## src/hdl/rlpm_pkg.sv

```systemverilog
// Package for the run-length periodicity metric: sizes, codes, FSM states
// and the control/status structs passed between the sequencer and datapath.
// No dependencies.
`timescale 1ns / 1ps
`default_nettype none

package rlpm_pkg;

    // Fixed sizes
    localparam int RUN_BITS   = 16;
    localparam int MAX_RUNS   = 4096;
    localparam int FRAC_BITS  = 8;
    localparam int MEAN_W     = 24;
    localparam int CNT_W      = $clog2(MAX_RUNS + 1);
    localparam int SUM_W      = RUN_BITS + $clog2(MAX_RUNS);
    localparam int DVD_W      = SUM_W + FRAC_BITS;
    localparam int DBIT_W     = $clog2(DVD_W);
    localparam int ALU_W      = SUM_W;

    // Lead-in/lead-out handling
    localparam int DIV_OFFSET = 3;   // second-diff count = runs before last - 3
    localparam int MIN_RUNS   = 4;   // fewer runs before last: no second diff

    localparam logic [MEAN_W-1:0] ERR_VALUE = MEAN_W'(65311);

    typedef enum logic [1:0] {
        STS_OK   = 2'd0,
        STS_FEW  = 2'd1,
        STS_MANY = 2'd2
    } status_t;

    typedef enum logic [1:0] {
        ALU_ABSDIFF,
        ALU_ADD,
        ALU_SUB
    } alu_op_t;

    typedef enum logic [2:0] {
        OPS_RUN_PREV,
        OPS_D_PFD,
        OPS_SUM_E,
        OPS_CNT_OFS,
        OPS_DIV
    } opsel_t;

    typedef enum logic [2:0] {
        S_IDLE,
        S_DIFF1,
        S_DIFF2,
        S_ACC,
        S_UPD,
        S_CNT,
        S_DIV,
        S_FIN
    } state_t;

    // Sequencer -> datapath
    typedef struct packed {
        alu_op_t alu_op;
        opsel_t  opsel;
        logic    cnt_inc;
        logic    early_prev;
        logic    ld_d;
        logic    ld_e;
        logic    ld_sum;
        logic    upd;
        logic    div_init;
        logic    div_step;
        logic    ld_sts;
        status_t sts;
        logic    res_ld;
    } ctl_t;

    // Datapath -> sequencer
    typedef struct packed {
        logic accept;
        logic last;
        logic cnt_full;
        logic cnt_is0;
        logic cnt_is1;
        logic cnt_ge3;
        logic few_or_zero;
        logic out_busy;
    } sts_t;

endpackage

`default_nettype wire

```

## src/hdl/run_length_periodicity_metric_top.sv

```systemverilog
// Top level of the run-length periodicity metric: datapath registers,
// operand muxing and the output register. Uses rlpm_pkg, rlpm_ctrl, rlpm_alu.
`timescale 1ns / 1ps
`default_nettype none

// Usage:
//   Slave channel s_*: one word per run, s_tdata = run length, s_tlast marks
//   the final run of a sequence. The first and final runs are lead-in/out.
//   Master channel m_*: one word per sequence, given on the final run:
//   m_tdata = mean absolute second difference (8 fraction bits, truncated),
//   m_tuser = status (0 ok, 1 too few runs or zero sum, 2 too many runs).
//   On any error m_tdata carries 65311.
// Sequencing (one shared ALU, one word in flight):
//   first two runs of a sequence: counted in the idle state, s_tready stays high.
//   third run: absdiff, update; later runs: absdiff, absdiff, add, update.
//   final run, error: the result step loads the output register and returns
//   to idle.
//   final run, ok: divisor load, then the restoring divide with one quotient
//   bit per ALU pass, then the result step.
// Reset: aresetn low clears the sequence state and drops m_tvalid.
// Stall: the result sits in an output register; new runs are accepted while
//   it waits. A following final run holds in its result step until m_tready.
module run_length_periodicity_metric_top
    import rlpm_pkg::*;
(
    input  wire logic        aclk,
    input  wire logic        aresetn,
    input  wire logic        s_tvalid,
    output logic             s_tready,
    input  wire logic [15:0] s_tdata,   // [15:0] run_len
    input  wire logic        s_tlast,   // last_run
    output logic             m_tvalid,
    input  wire logic        m_tready,
    output logic      [23:0] m_tdata,   // [23:0] mean_second_diff
    output logic      [1:0]  m_tuser    // [1:0] status
);

    ctl_t ctl;
    sts_t sts;

    logic [RUN_BITS-1:0] run_reg, run_next;
    logic [RUN_BITS-1:0] prev_run_reg, prev_run_next;
    logic [RUN_BITS-1:0] pfd_reg, pfd_next;     // previous first difference
    logic [RUN_BITS-1:0] d_reg, d_next;         // current first difference
    logic [RUN_BITS-1:0] e_reg, e_next;         // current second difference
    logic [CNT_W-1:0]    cnt_reg, cnt_next;
    logic [SUM_W-1:0]    sum_reg, sum_next;
    logic [CNT_W-1:0]    divisor_reg, divisor_next;
    logic [CNT_W-1:0]    rem_reg, rem_next;
    logic [DVD_W-1:0]    dvd_reg, dvd_next;     // dividend in, quotient out
    status_t             sts_reg, sts_next;
    logic                m_valid_reg, m_valid_next;
    logic [MEAN_W-1:0]   m_mean_reg, m_mean_next;
    status_t             m_sts_reg, m_sts_next;

    logic [ALU_W-1:0]    alu_a, alu_b, alu_y;
    logic                alu_borrow;
    logic [CNT_W:0]      rem_shift;
    logic                accept;
    logic [MEAN_W-1:0]   quot_sat;

    assign accept    = s_tvalid && s_tready;
    assign rem_shift = {rem_reg, dvd_reg[DVD_W-1]};
    assign quot_sat  = (|dvd_reg[DVD_W-1:MEAN_W]) ? '1 : dvd_reg[MEAN_W-1:0];

    assign sts.accept      = accept;
    assign sts.last        = s_tlast;
    assign sts.cnt_full    = (cnt_reg >= CNT_W'(MAX_RUNS));
    assign sts.cnt_is0     = (cnt_reg == '0);
    assign sts.cnt_is1     = (cnt_reg == CNT_W'(1));
    assign sts.cnt_ge3     = (cnt_reg >= CNT_W'(DIV_OFFSET));
    assign sts.few_or_zero = (cnt_reg < CNT_W'(MIN_RUNS)) || (sum_reg == '0);
    assign sts.out_busy    = m_valid_reg && !m_tready;

    rlpm_ctrl u_ctrl (
        .aclk    (aclk),
        .aresetn (aresetn),
        .sts     (sts),
        .ctl     (ctl),
        .s_ready (s_tready)
    );

    // Operand select for the shared ALU
    always_comb begin
        case (ctl.opsel)
            OPS_RUN_PREV: begin
                alu_a = ALU_W'(run_reg);
                alu_b = ALU_W'(prev_run_reg);
            end
            OPS_D_PFD: begin
                alu_a = ALU_W'(d_reg);
                alu_b = ALU_W'(pfd_reg);
            end
            OPS_SUM_E: begin
                alu_a = ALU_W'(sum_reg);
                alu_b = ALU_W'(e_reg);
            end
            OPS_CNT_OFS: begin
                alu_a = ALU_W'(cnt_reg);
                alu_b = ALU_W'(DIV_OFFSET);
            end
            OPS_DIV: begin
                alu_a = ALU_W'(rem_shift);
                alu_b = ALU_W'(divisor_reg);
            end
            default: begin
                alu_a = '0;
                alu_b = '0;
            end
        endcase
    end

    rlpm_alu u_alu (
        .op     (ctl.alu_op),
        .a      (alu_a),
        .b      (alu_b),
        .y      (alu_y),
        .borrow (alu_borrow)
    );

    // Datapath next values
    always_comb begin
        run_next      = run_reg;
        prev_run_next = prev_run_reg;
        pfd_next      = pfd_reg;
        d_next        = d_reg;
        e_next        = e_reg;
        cnt_next      = cnt_reg;
        sum_next      = sum_reg;
        divisor_next  = divisor_reg;
        rem_next      = rem_reg;
        dvd_next      = dvd_reg;
        sts_next      = sts_reg;

        if (accept) begin
            run_next = RUN_BITS'(s_tdata);
        end
        if (ctl.early_prev) begin
            prev_run_next = RUN_BITS'(s_tdata);
        end
        if (ctl.ld_d) begin
            d_next = alu_y[RUN_BITS-1:0];
        end
        if (ctl.ld_e) begin
            e_next = alu_y[RUN_BITS-1:0];
        end
        if (ctl.ld_sum) begin
            sum_next = alu_y[SUM_W-1:0];
        end
        if (ctl.upd) begin
            pfd_next      = d_reg;
            prev_run_next = run_reg;
        end
        if (ctl.cnt_inc) begin
            cnt_next = cnt_reg + 1'b1;
        end
        if (ctl.ld_sts) begin
            sts_next = ctl.sts;
        end
        // restoring divide: one quotient bit per cycle into the dividend LSB
        if (ctl.div_init) begin
            divisor_next = alu_y[CNT_W-1:0];
            rem_next     = '0;
            dvd_next     = {sum_reg, FRAC_BITS'(0)};
        end else if (ctl.div_step) begin
            rem_next = alu_borrow ? rem_shift[CNT_W-1:0] : alu_y[CNT_W-1:0];
            dvd_next = {dvd_reg[DVD_W-2:0], !alu_borrow};
        end
        // sequence done: back to the reset state
        if (ctl.res_ld) begin
            prev_run_next = '0;
            pfd_next      = '0;
            cnt_next      = '0;
            sum_next      = '0;
        end
    end

    // Output register
    always_comb begin
        m_valid_next = m_valid_reg;
        m_mean_next  = m_mean_reg;
        m_sts_next   = m_sts_reg;
        if (ctl.res_ld) begin
            m_valid_next = 1'b1;
            m_sts_next   = sts_reg;
            m_mean_next  = (sts_reg == STS_OK) ? quot_sat : ERR_VALUE;
        end else if (m_tready) begin
            m_valid_next = 1'b0;
        end
    end

    always_ff @(posedge aclk) begin
        if (!aresetn) begin
            prev_run_reg <= '0;
            pfd_reg      <= '0;
            cnt_reg      <= '0;
            sum_reg      <= '0;
            m_valid_reg  <= 1'b0;
        end else begin
            prev_run_reg <= prev_run_next;
            pfd_reg      <= pfd_next;
            cnt_reg      <= cnt_next;
            sum_reg      <= sum_next;
            m_valid_reg  <= m_valid_next;
        end
    end

    always_ff @(posedge aclk) begin
        run_reg     <= run_next;
        d_reg       <= d_next;
        e_reg       <= e_next;
        divisor_reg <= divisor_next;
        rem_reg     <= rem_next;
        dvd_reg     <= dvd_next;
        sts_reg     <= sts_next;
        m_mean_reg  <= m_mean_next;
        m_sts_reg   <= m_sts_next;
    end

    assign m_tvalid = m_valid_reg;
    assign m_tdata  = m_mean_reg;
    assign m_tuser  = m_sts_reg;

    a_cnt_sat: assert property (@(posedge aclk) disable iff (!aresetn)
        cnt_reg <= CNT_W'(MAX_RUNS))
        else $error("run counter passed its saturation limit");

    a_err_value: assert property (@(posedge aclk) disable iff (!aresetn)
        (m_tvalid && m_tuser != STS_OK) |-> (m_tdata == ERR_VALUE))
        else $error("error status without error value");

    a_res_out: assert property (@(posedge aclk) disable iff (!aresetn)
        ctl.res_ld |=> (m_tvalid && cnt_reg == '0 && sum_reg == '0))
        else $error("result load did not present word or clear sequence");

endmodule

`default_nettype wire

```

## src/hdl/rlpm_alu.sv

```systemverilog
// Shared arithmetic unit: absolute difference, add, subtract with borrow.
// Depends on rlpm_pkg.
`timescale 1ns / 1ps
`default_nettype none

module rlpm_alu
    import rlpm_pkg::*;
(
    input  wire alu_op_t          op,
    input  wire logic [ALU_W-1:0] a,
    input  wire logic [ALU_W-1:0] b,
    output logic      [ALU_W-1:0] y,
    output logic                  borrow
);

    logic a_lt_b;

    assign a_lt_b = (a < b);
    assign borrow = a_lt_b;

    always_comb begin
        case (op)
            ALU_ABSDIFF: y = a_lt_b ? (b - a) : (a - b);
            ALU_ADD:     y = a + b;
            ALU_SUB:     y = a - b;
            default:     y = a - b;
        endcase
    end

endmodule

`default_nettype wire

```

## src/hdl/rlpm_ctrl.sv

```systemverilog
// Sequencer for the metric: walks each word through the shared ALU and runs
// the restoring divide one quotient bit per cycle. Depends on rlpm_pkg.
`timescale 1ns / 1ps
`default_nettype none

module rlpm_ctrl
    import rlpm_pkg::*;
(
    input  wire logic aclk,
    input  wire logic aresetn,
    input  wire sts_t sts,
    output ctl_t      ctl,
    output logic      s_ready
);

    state_t              state_reg, state_next;
    logic [DBIT_W-1:0]   bit_reg, bit_next;
    logic                div_done;

    assign div_done = (bit_reg == DBIT_W'(DVD_W - 1));
    assign s_ready  = (state_reg == S_IDLE);

    always_ff @(posedge aclk) begin
        if (!aresetn) begin
            state_reg <= S_IDLE;
            bit_reg   <= '0;
        end else begin
            state_reg <= state_next;
            bit_reg   <= bit_next;
        end
    end

    always_comb begin
        bit_next = bit_reg;
        if (ctl.div_init) begin
            bit_next = '0;
        end else if (ctl.div_step) begin
            bit_next = bit_reg + 1'b1;
        end
    end

    // Next state
    always_comb begin
        state_next = state_reg;
        case (state_reg)
            S_IDLE: begin
                if (sts.accept) begin
                    if (sts.last) begin
                        state_next = (sts.cnt_full || sts.few_or_zero) ? S_FIN : S_CNT;
                    end else if (!sts.cnt_full && !sts.cnt_is0 && !sts.cnt_is1) begin
                        state_next = S_DIFF1;
                    end
                end
            end
            S_DIFF1: state_next = sts.cnt_ge3 ? S_DIFF2 : S_UPD;
            S_DIFF2: state_next = S_ACC;
            S_ACC:   state_next = S_UPD;
            S_UPD:   state_next = S_IDLE;
            S_CNT:   state_next = S_DIV;
            S_DIV:   state_next = div_done ? S_FIN : S_DIV;
            S_FIN:   state_next = sts.out_busy ? S_FIN : S_IDLE;
            default: state_next = S_IDLE;
        endcase
    end

    // Outputs
    always_comb begin
        ctl        = '0;
        ctl.alu_op = ALU_ADD;
        ctl.opsel  = OPS_SUM_E;
        ctl.sts    = STS_OK;
        case (state_reg)
            S_IDLE: begin
                if (sts.accept) begin
                    if (sts.last) begin
                        ctl.ld_sts = 1'b1;
                        if (sts.cnt_full) begin
                            ctl.sts = STS_MANY;
                        end else if (sts.few_or_zero) begin
                            ctl.sts = STS_FEW;
                        end else begin
                            ctl.sts = STS_OK;
                        end
                    end else if (!sts.cnt_full) begin
                        // first run is lead-in; second run seeds prev_run
                        if (sts.cnt_is0) begin
                            ctl.cnt_inc = 1'b1;
                        end else if (sts.cnt_is1) begin
                            ctl.cnt_inc    = 1'b1;
                            ctl.early_prev = 1'b1;
                        end
                    end
                end
            end
            S_DIFF1: begin
                ctl.alu_op = ALU_ABSDIFF;
                ctl.opsel  = OPS_RUN_PREV;
                ctl.ld_d   = 1'b1;
            end
            S_DIFF2: begin
                ctl.alu_op = ALU_ABSDIFF;
                ctl.opsel  = OPS_D_PFD;
                ctl.ld_e   = 1'b1;
            end
            S_ACC: begin
                ctl.alu_op = ALU_ADD;
                ctl.opsel  = OPS_SUM_E;
                ctl.ld_sum = 1'b1;
            end
            S_UPD: begin
                ctl.upd     = 1'b1;
                ctl.cnt_inc = 1'b1;
            end
            S_CNT: begin
                ctl.alu_op   = ALU_SUB;
                ctl.opsel    = OPS_CNT_OFS;
                ctl.div_init = 1'b1;
            end
            S_DIV: begin
                ctl.alu_op   = ALU_SUB;
                ctl.opsel    = OPS_DIV;
                ctl.div_step = 1'b1;
            end
            S_FIN: begin
                ctl.res_ld = !sts.out_busy;
            end
            default: begin
                ctl.alu_op = ALU_ADD;
            end
        endcase
    end

    a_div_bits: assert property (@(posedge aclk) disable iff (!aresetn)
        (state_reg == S_DIV) |-> (bit_reg <= DBIT_W'(DVD_W - 1)))
        else $error("divide bit counter overran");

    a_div_end: assert property (@(posedge aclk) disable iff (!aresetn)
        (state_reg == S_DIV && div_done) |=> (state_reg == S_FIN))
        else $error("divide did not finish after last bit");

    a_div_start: assert property (@(posedge aclk) disable iff (!aresetn)
        (state_reg == S_CNT) |=> (state_reg == S_DIV && bit_reg == '0))
        else $error("divide started without clearing bit counter");

    a_fin_exit: assert property (@(posedge aclk) disable iff (!aresetn)
        (state_reg == S_FIN && !sts.out_busy) |=> (state_reg == S_IDLE))
        else $error("result stage did not release");

endmodule

`default_nettype wire
```

## config.mk

```make
export PLATFORM = sky130hd
export DESIGN_NAME = run_length_periodicity_metric_top
export DESIGN_NICKNAME = d
export VERILOG_FILES = /design/src/hdl/rlpm_pkg.sv /design/src/hdl/run_length_periodicity_metric_top.sv /design/src/hdl/rlpm_alu.sv /design/src/hdl/rlpm_ctrl.sv
export SDC_FILE = /design/constraint.sdc
export NUM_CORES = 1
export LEC_CHECK = 0
export ABC_AREA = 1
export ABC_CLOCK_PERIOD_IN_PS = 13100
export BUFFER_PORTS_ARGS = -buffer_cell sky130_fd_sc_hd__buf_2
export CAP_MARGIN = 20
export CORE_UTILIZATION = 40
export CTS_BUF_LIST = sky130_fd_sc_hd__clkbuf_4 sky130_fd_sc_hd__clkbuf_8
export CTS_CLUSTER_SIZE = 25
export DETAILED_ROUTE_END_ITERATION = 8
export MAX_ROUTING_LAYER = met4
export SLEW_MARGIN = 5
export SYNTH_ARGS = -nofsm -noshare
export SYNTH_HDL_FRONTEND = slang
export SYNTH_HIERARCHICAL = 1
export SYNTH_SLANG_ARGS = --single-unit
```

## constraint.sdc

```tcl
create_clock -name aclk -period 13.1 [get_ports aclk]
set_clock_uncertainty 0.05 [all_clocks]
set_input_delay 2.62 -clock aclk [delete_from_list [all_inputs] [get_ports aclk]]
set_output_delay 2.62 -clock aclk [all_outputs]
set_load 0.1 [all_outputs]
```

=== Word-level counts from Yosys, hierarchy flattened ===
Index checks and enable logic that the tools add are counted.

* Bits in registers: 221

* Reduce and logical (&&, ||, !) cells: 28
* $add $sub $neg: 5
* Bitwise operators: 5
* Muxes and demuxes: 41
* Order comparisons: 4
* Equality and inequality tests: 16

{| class="wikitable"
|+ Operators with widths
! kind !! number
|-
| 28-bit one-hot mux with 5 select lines || 1
|-
| 16-bit one-hot mux with 5 select lines || 1
|-
| 36-bit two-way mux || 2
|-
| 28-bit one-hot mux with 2 select lines || 1
|-
| 16-bit two-way mux || 2
|-
| 28-bit by 16-bit adder with 28-bit output || 1
|-
| 28-bit logical NOT || 1
|-
| 28-bit by 16-bit < comparator with 1-bit output || 1
|-
| 28-bit two-way mux || 1
|-
| 16-bit by 28-bit subtractor with 28-bit output || 1
|-
| 28-bit by 16-bit subtractor with 28-bit output || 1
|-
| 24-bit two-way mux || 1
|-
| 3-bit two-way mux || 8
|-
| 3-bit one-hot mux with 8 select lines || 1
|-
| 5-bit one-hot mux with 4 select lines || 1
|-
| 3-bit == test (second input constant) || 5
|-
| 1-bit two-way mux || 14
|-
| 13-bit by 1-bit adder with 13-bit output (second input constant) || 1
|-
| 13-bit by 1-bit == test with 1-bit output (second input constant) || 1
|-
| 13-bit >= comparator (second input constant) || 1
|-
| 13-bit by 2-bit >= comparator with 1-bit output (second input constant) || 1
|-
| 13-bit logical NOT || 1
|-
| 13-bit by 3-bit < comparator with 1-bit output (second input constant) || 1
|-
| 13-bit two-way mux || 1
|-
| 22 further kinds || 49
|}

=== Longest topological paths before layout ===
* Depth in word-level cells: 9
* Mapped depth: 30

=== Modules after synthesis ===
The synthesis kept the hierarchy.

{| class="wikitable"
|+ By module, submodules not included
! module !! cells an instance !! seq. area each (um^2) !! times used !! area an instance (um^2)
|-
| run_length_periodicity_metric_top || 988 || 5415.2 || 1 || 8901.0
|-
| rlpm_alu || 1268 || 0.0 || 1 || 6657.6
|-
| rlpm_ctrl || 101 || 180.2 || 1 || 645.6
|}

=== Least setup slack after synthesis ===
OpenSTA, ideal clock, no wires.

* Kind: in2reg
* From: input m_tready
* To: register cnt_reg[4]
* Required time: 12.918 ns
* Arrival: 4.693 ns
* Setup time: 0.132 ns
* Setup slack: 8.225 ns
* Stages: 6
* Cell sequence: nor2_1 > nor2_1 > nor2_1 > inv_2 > clkbuf_1 > nor3_1

{| class="wikitable"
|+ RTL lines
! item !! RTL line !! RTL
|-
| start: declaration || run_length_periodicity_metric_top.sv:33 || <nowiki>input wire logic m_tready,</nowiki>
|-
| end signal: assignment || run_length_periodicity_metric_top.sv:202 || <nowiki>cnt_reg <= cnt_next;</nowiki>
|-
| end: declaration || run_length_periodicity_metric_top.sv:46 || <nowiki>logic [CNT_W-1:0] cnt_reg, cnt_next;</nowiki>
|}

==> out/qor.csv <==
metric,value,unit
"Seq/Total Area, Yosys",34.5,%
Core ar.,0.0398,mm2
syn avg cell area,6.87,um2
final core utilization,44.3,%
Fmax,0.161,GHz
Hold Crit Class,flop to flop,
CTS max path bufs,3,
nets,2514,
antenna violations before repair,1,
Startpoint Class,flop,
crit-path max cell delay,0.87,ns
status,"complete, no violations",
global-route wire length before repair,87100,um
"most common cell after layout, fill and taps aside",nand2_1,
synthesized instance count,2357,
die area,0.0413,mm2
clk slew on worst S/H paths,0.06,ns
area grow syn2layout,8.87,%
drt total wl,56300,um
Die Height,203,um
Yosys top cell area share,21.7,%
worst-margin pin slew,1.11,ns
crit path time final,6.22,ns
total grt overflow,0,
storage element area,0.00560,mm2
Post-synth ARST share,0,%
Skew-Pair Late Insertion Delay,0.56,ns
YS warnings,6,
max FFs per register,36,
cell taking the most area after synthesis,edfxtp_1,
share of cells above drive strength 1,10.2,%
Final Non-Filler Cells,2958,
gp weighted congestion,1.01,
# DRC,0,
TNS Setup,0,ns
fin. max-slew vios,0,
clk sink count,221,
hold_buf cts,0,
Crit Path Category,flop to flop,
Row Count,73,
H-tree depth reported by CTS,2,
WP data arrival,6.57,ns
CTS Buf Count,39,
GRT Total Usage,28.2,%
Chip Width,203,um
Seq cells post-synth,221,
I/O pin count,49,
cells along the critical path,inv_2 -> nand2_1 -> inv_1 -> o21ai_0 -> inv_2 -> nor3_4 -> buf_4 -> inv_2 -> o211ai_1 -> inv_1 -> ha_1 -> nand2_2 -> nand2_1 -> inv_2 -> nand2_1 -> nand2_1 -> nand2_2 -> nand2_2 -> nand3_2 -> or2_2 -> nand3_1 -> nand3_1 -> o211ai_1 -> o22ai_1,
vias in the first global route,14850,
"Max FO, Critical Path",30,
post-synthesis cell type count,52,
Root Driver,clkbuf_8,
Worst setup EP type,flop,
synthesized area,0.0162,mm2
RSZ-0062 raised after global routing,no,
required time worst endpoint,13.45,ns
CP max-delay cell,o21ai_0,
Worst VDD drop,0.0000782,V
largest net degree at the start of global routing,55,
1st-pass router iterations,6,
final worst path period share,47.5,%
DP Cell Count,2886,
drt wl/cell,19.0,um
Setup WS post-layout,6.88,ns
routed vias,15779,
most frequent cells in the layout,"682 x nand2_1, 338 x inv_1, 197 x nor2_1, 185 x nand3_1, 135 x a21oi_1",
final setup vio count,0,
PD cells,228,mW/mm2
"EDFF count, synth",117,
Synth area leaders,"edfxtp_1 22%, nand2_1 16%, dfxtp_1 13%",
pre-CTS setup slack,6.96,ns
Max transition margin,24.9,%
Initial DRC Count,1301,
initial core utilization,40.7,%
Fill cells,4182,
Final Hold Fails,0,
Post-CTS Resized,0,
# port buffers,48,
number of max-cap violations,0,
TritonCTS clock tree,done,
Multi-input gate area,0.00883,mm2
Leakage,8.19,nW
DPL Wire Length,43100,um
vias per cell,5.33,
Main synth FF type,edfxtp_1,
Post-DRT Antenna Nets,0,
setup bufs post-CTS,0,
==> cells in the mapped netlist, drive strengths merged, types with 2 or more instances <==
cell type / instances
nand2: 722
inv: 365
nor2: 213
nand3: 196
a21oi: 140
edfxtp: 117
dfxtp: 104
o21ai: 91
ha: 86
nand4: 49
buf: 46
clkbuf: 46
o22ai: 42
nor3: 38
o211ai: 26
xor2: 23
o221ai: 16
o21bai: 9
or2: 7
fa: 3
nand3b: 3
xnor2: 3
a21boi: 2
clkinv: 2
o21a: 2
==> where the power goes <==
| group | leakage (nW) | internal (mW) | switching (mW) | total (mW) |
|---|---|---|---|---|
| clock network | 0.418 | 0.369 | 0.290 | 0.659 |
| logic | 5.86 | 0.620 | 1.71 | 2.33 |
| registers | 1.91 | 0.958 | 0.0782 | 1.04 |
==> area by class of cell <==
| cell class | instances | share of cell area (%) |
|---|---|---|
| Antenna cell | 1 | 0.0142 |
| Clock buffer | 59 | 4.07 |
| Clock inverter | 10 | 0.426 |
| Inverter | 367 | 7.84 |
| Multi-Input combinational cell | 1710 | 50.0 |
| Sequential cell | 221 | 31.7 |
| Tap cell | 525 | 3.72 |
| Timing Repair Buffer | 65 | 2.18 |
==> worst max-delay path, delay by kind of cell (launching register included) <==
family | cells | cell delay [ns]
DFF | 1 | 0.44
AOI/OAI and AO/OA | 4 | 1.63
adders and majority gates | 1 | 0.48
and+or+nand+nor | 12 | 2.31
buffers and inverters | 7 | 1.12
==> cells by family (layout without fill, tap and decap cells) <==
| group | count (synthesis) | in the layout | synth area share [%] |
|---|---|---|---|
| buffers and inverters | 459 | 501 | 12.0 |
| DFF | 221 | 221 | 34.5 |
| other | 1 | 35 | 0.0231 |
| adders and majority gates | 89 | 89 | 7.01 |
| xor gates and xnor gates | 26 | 26 | 1.41 |
| and+or+nand+nor | 1230 | 1230 | 33.1 |
| AOI/OAI and AO/OA | 331 | 331 | 11.9 |
==> worst paths after layout <==
kind	slack, ns	startpoint	endpoint	depth (start not counted)
worst max register to register	6.88	u_ctrl/state_reg[0]$_SDFFE_PN0P_	rem_reg[1]$_SDFFE_PP0P_	24
worst min register to register	0.41	pfd_reg[8]$_SDFFE_PP0P_	pfd_reg[8]$_SDFFE_PP0P_	2
worst min-delay path	0.41	pfd_reg[8]$_SDFFE_PP0P_	pfd_reg[8]$_SDFFE_PP0P_	2
worst max-delay path	6.88	u_ctrl/state_reg[0]$_SDFFE_PN0P_	rem_reg[1]$_SDFFE_PP0P_	24
==> per-stage QoR <==
stage	hold WS (ns)	instance area, um2	power [mW]
6_report	0.410	17600	4.03
2_1_floorplan	0.377	16300	2.69
3_3_place_gp	0.398	16800	3.31
3_5_place_dp	0.396	16800	3.32
4_1_cts	0.411	17600	3.99
5_1_grt	0.425	17600	4.30
==> layer usage <==
| metal | share of wire (%) | wire length, um | track usage [%] |
|---|---|---|---|
| met5 | 0 | 0 | - |
| met4 | 4.7 | 2670 | 12.6 |
| met3 | 6.0 | 3380 | 3.07 |
| met2 | 45 | 25100 | 43.9 |
| met1 | 45 | 25200 | 36.8 |
Note: power is estimated with default switching activity, not from simulation.
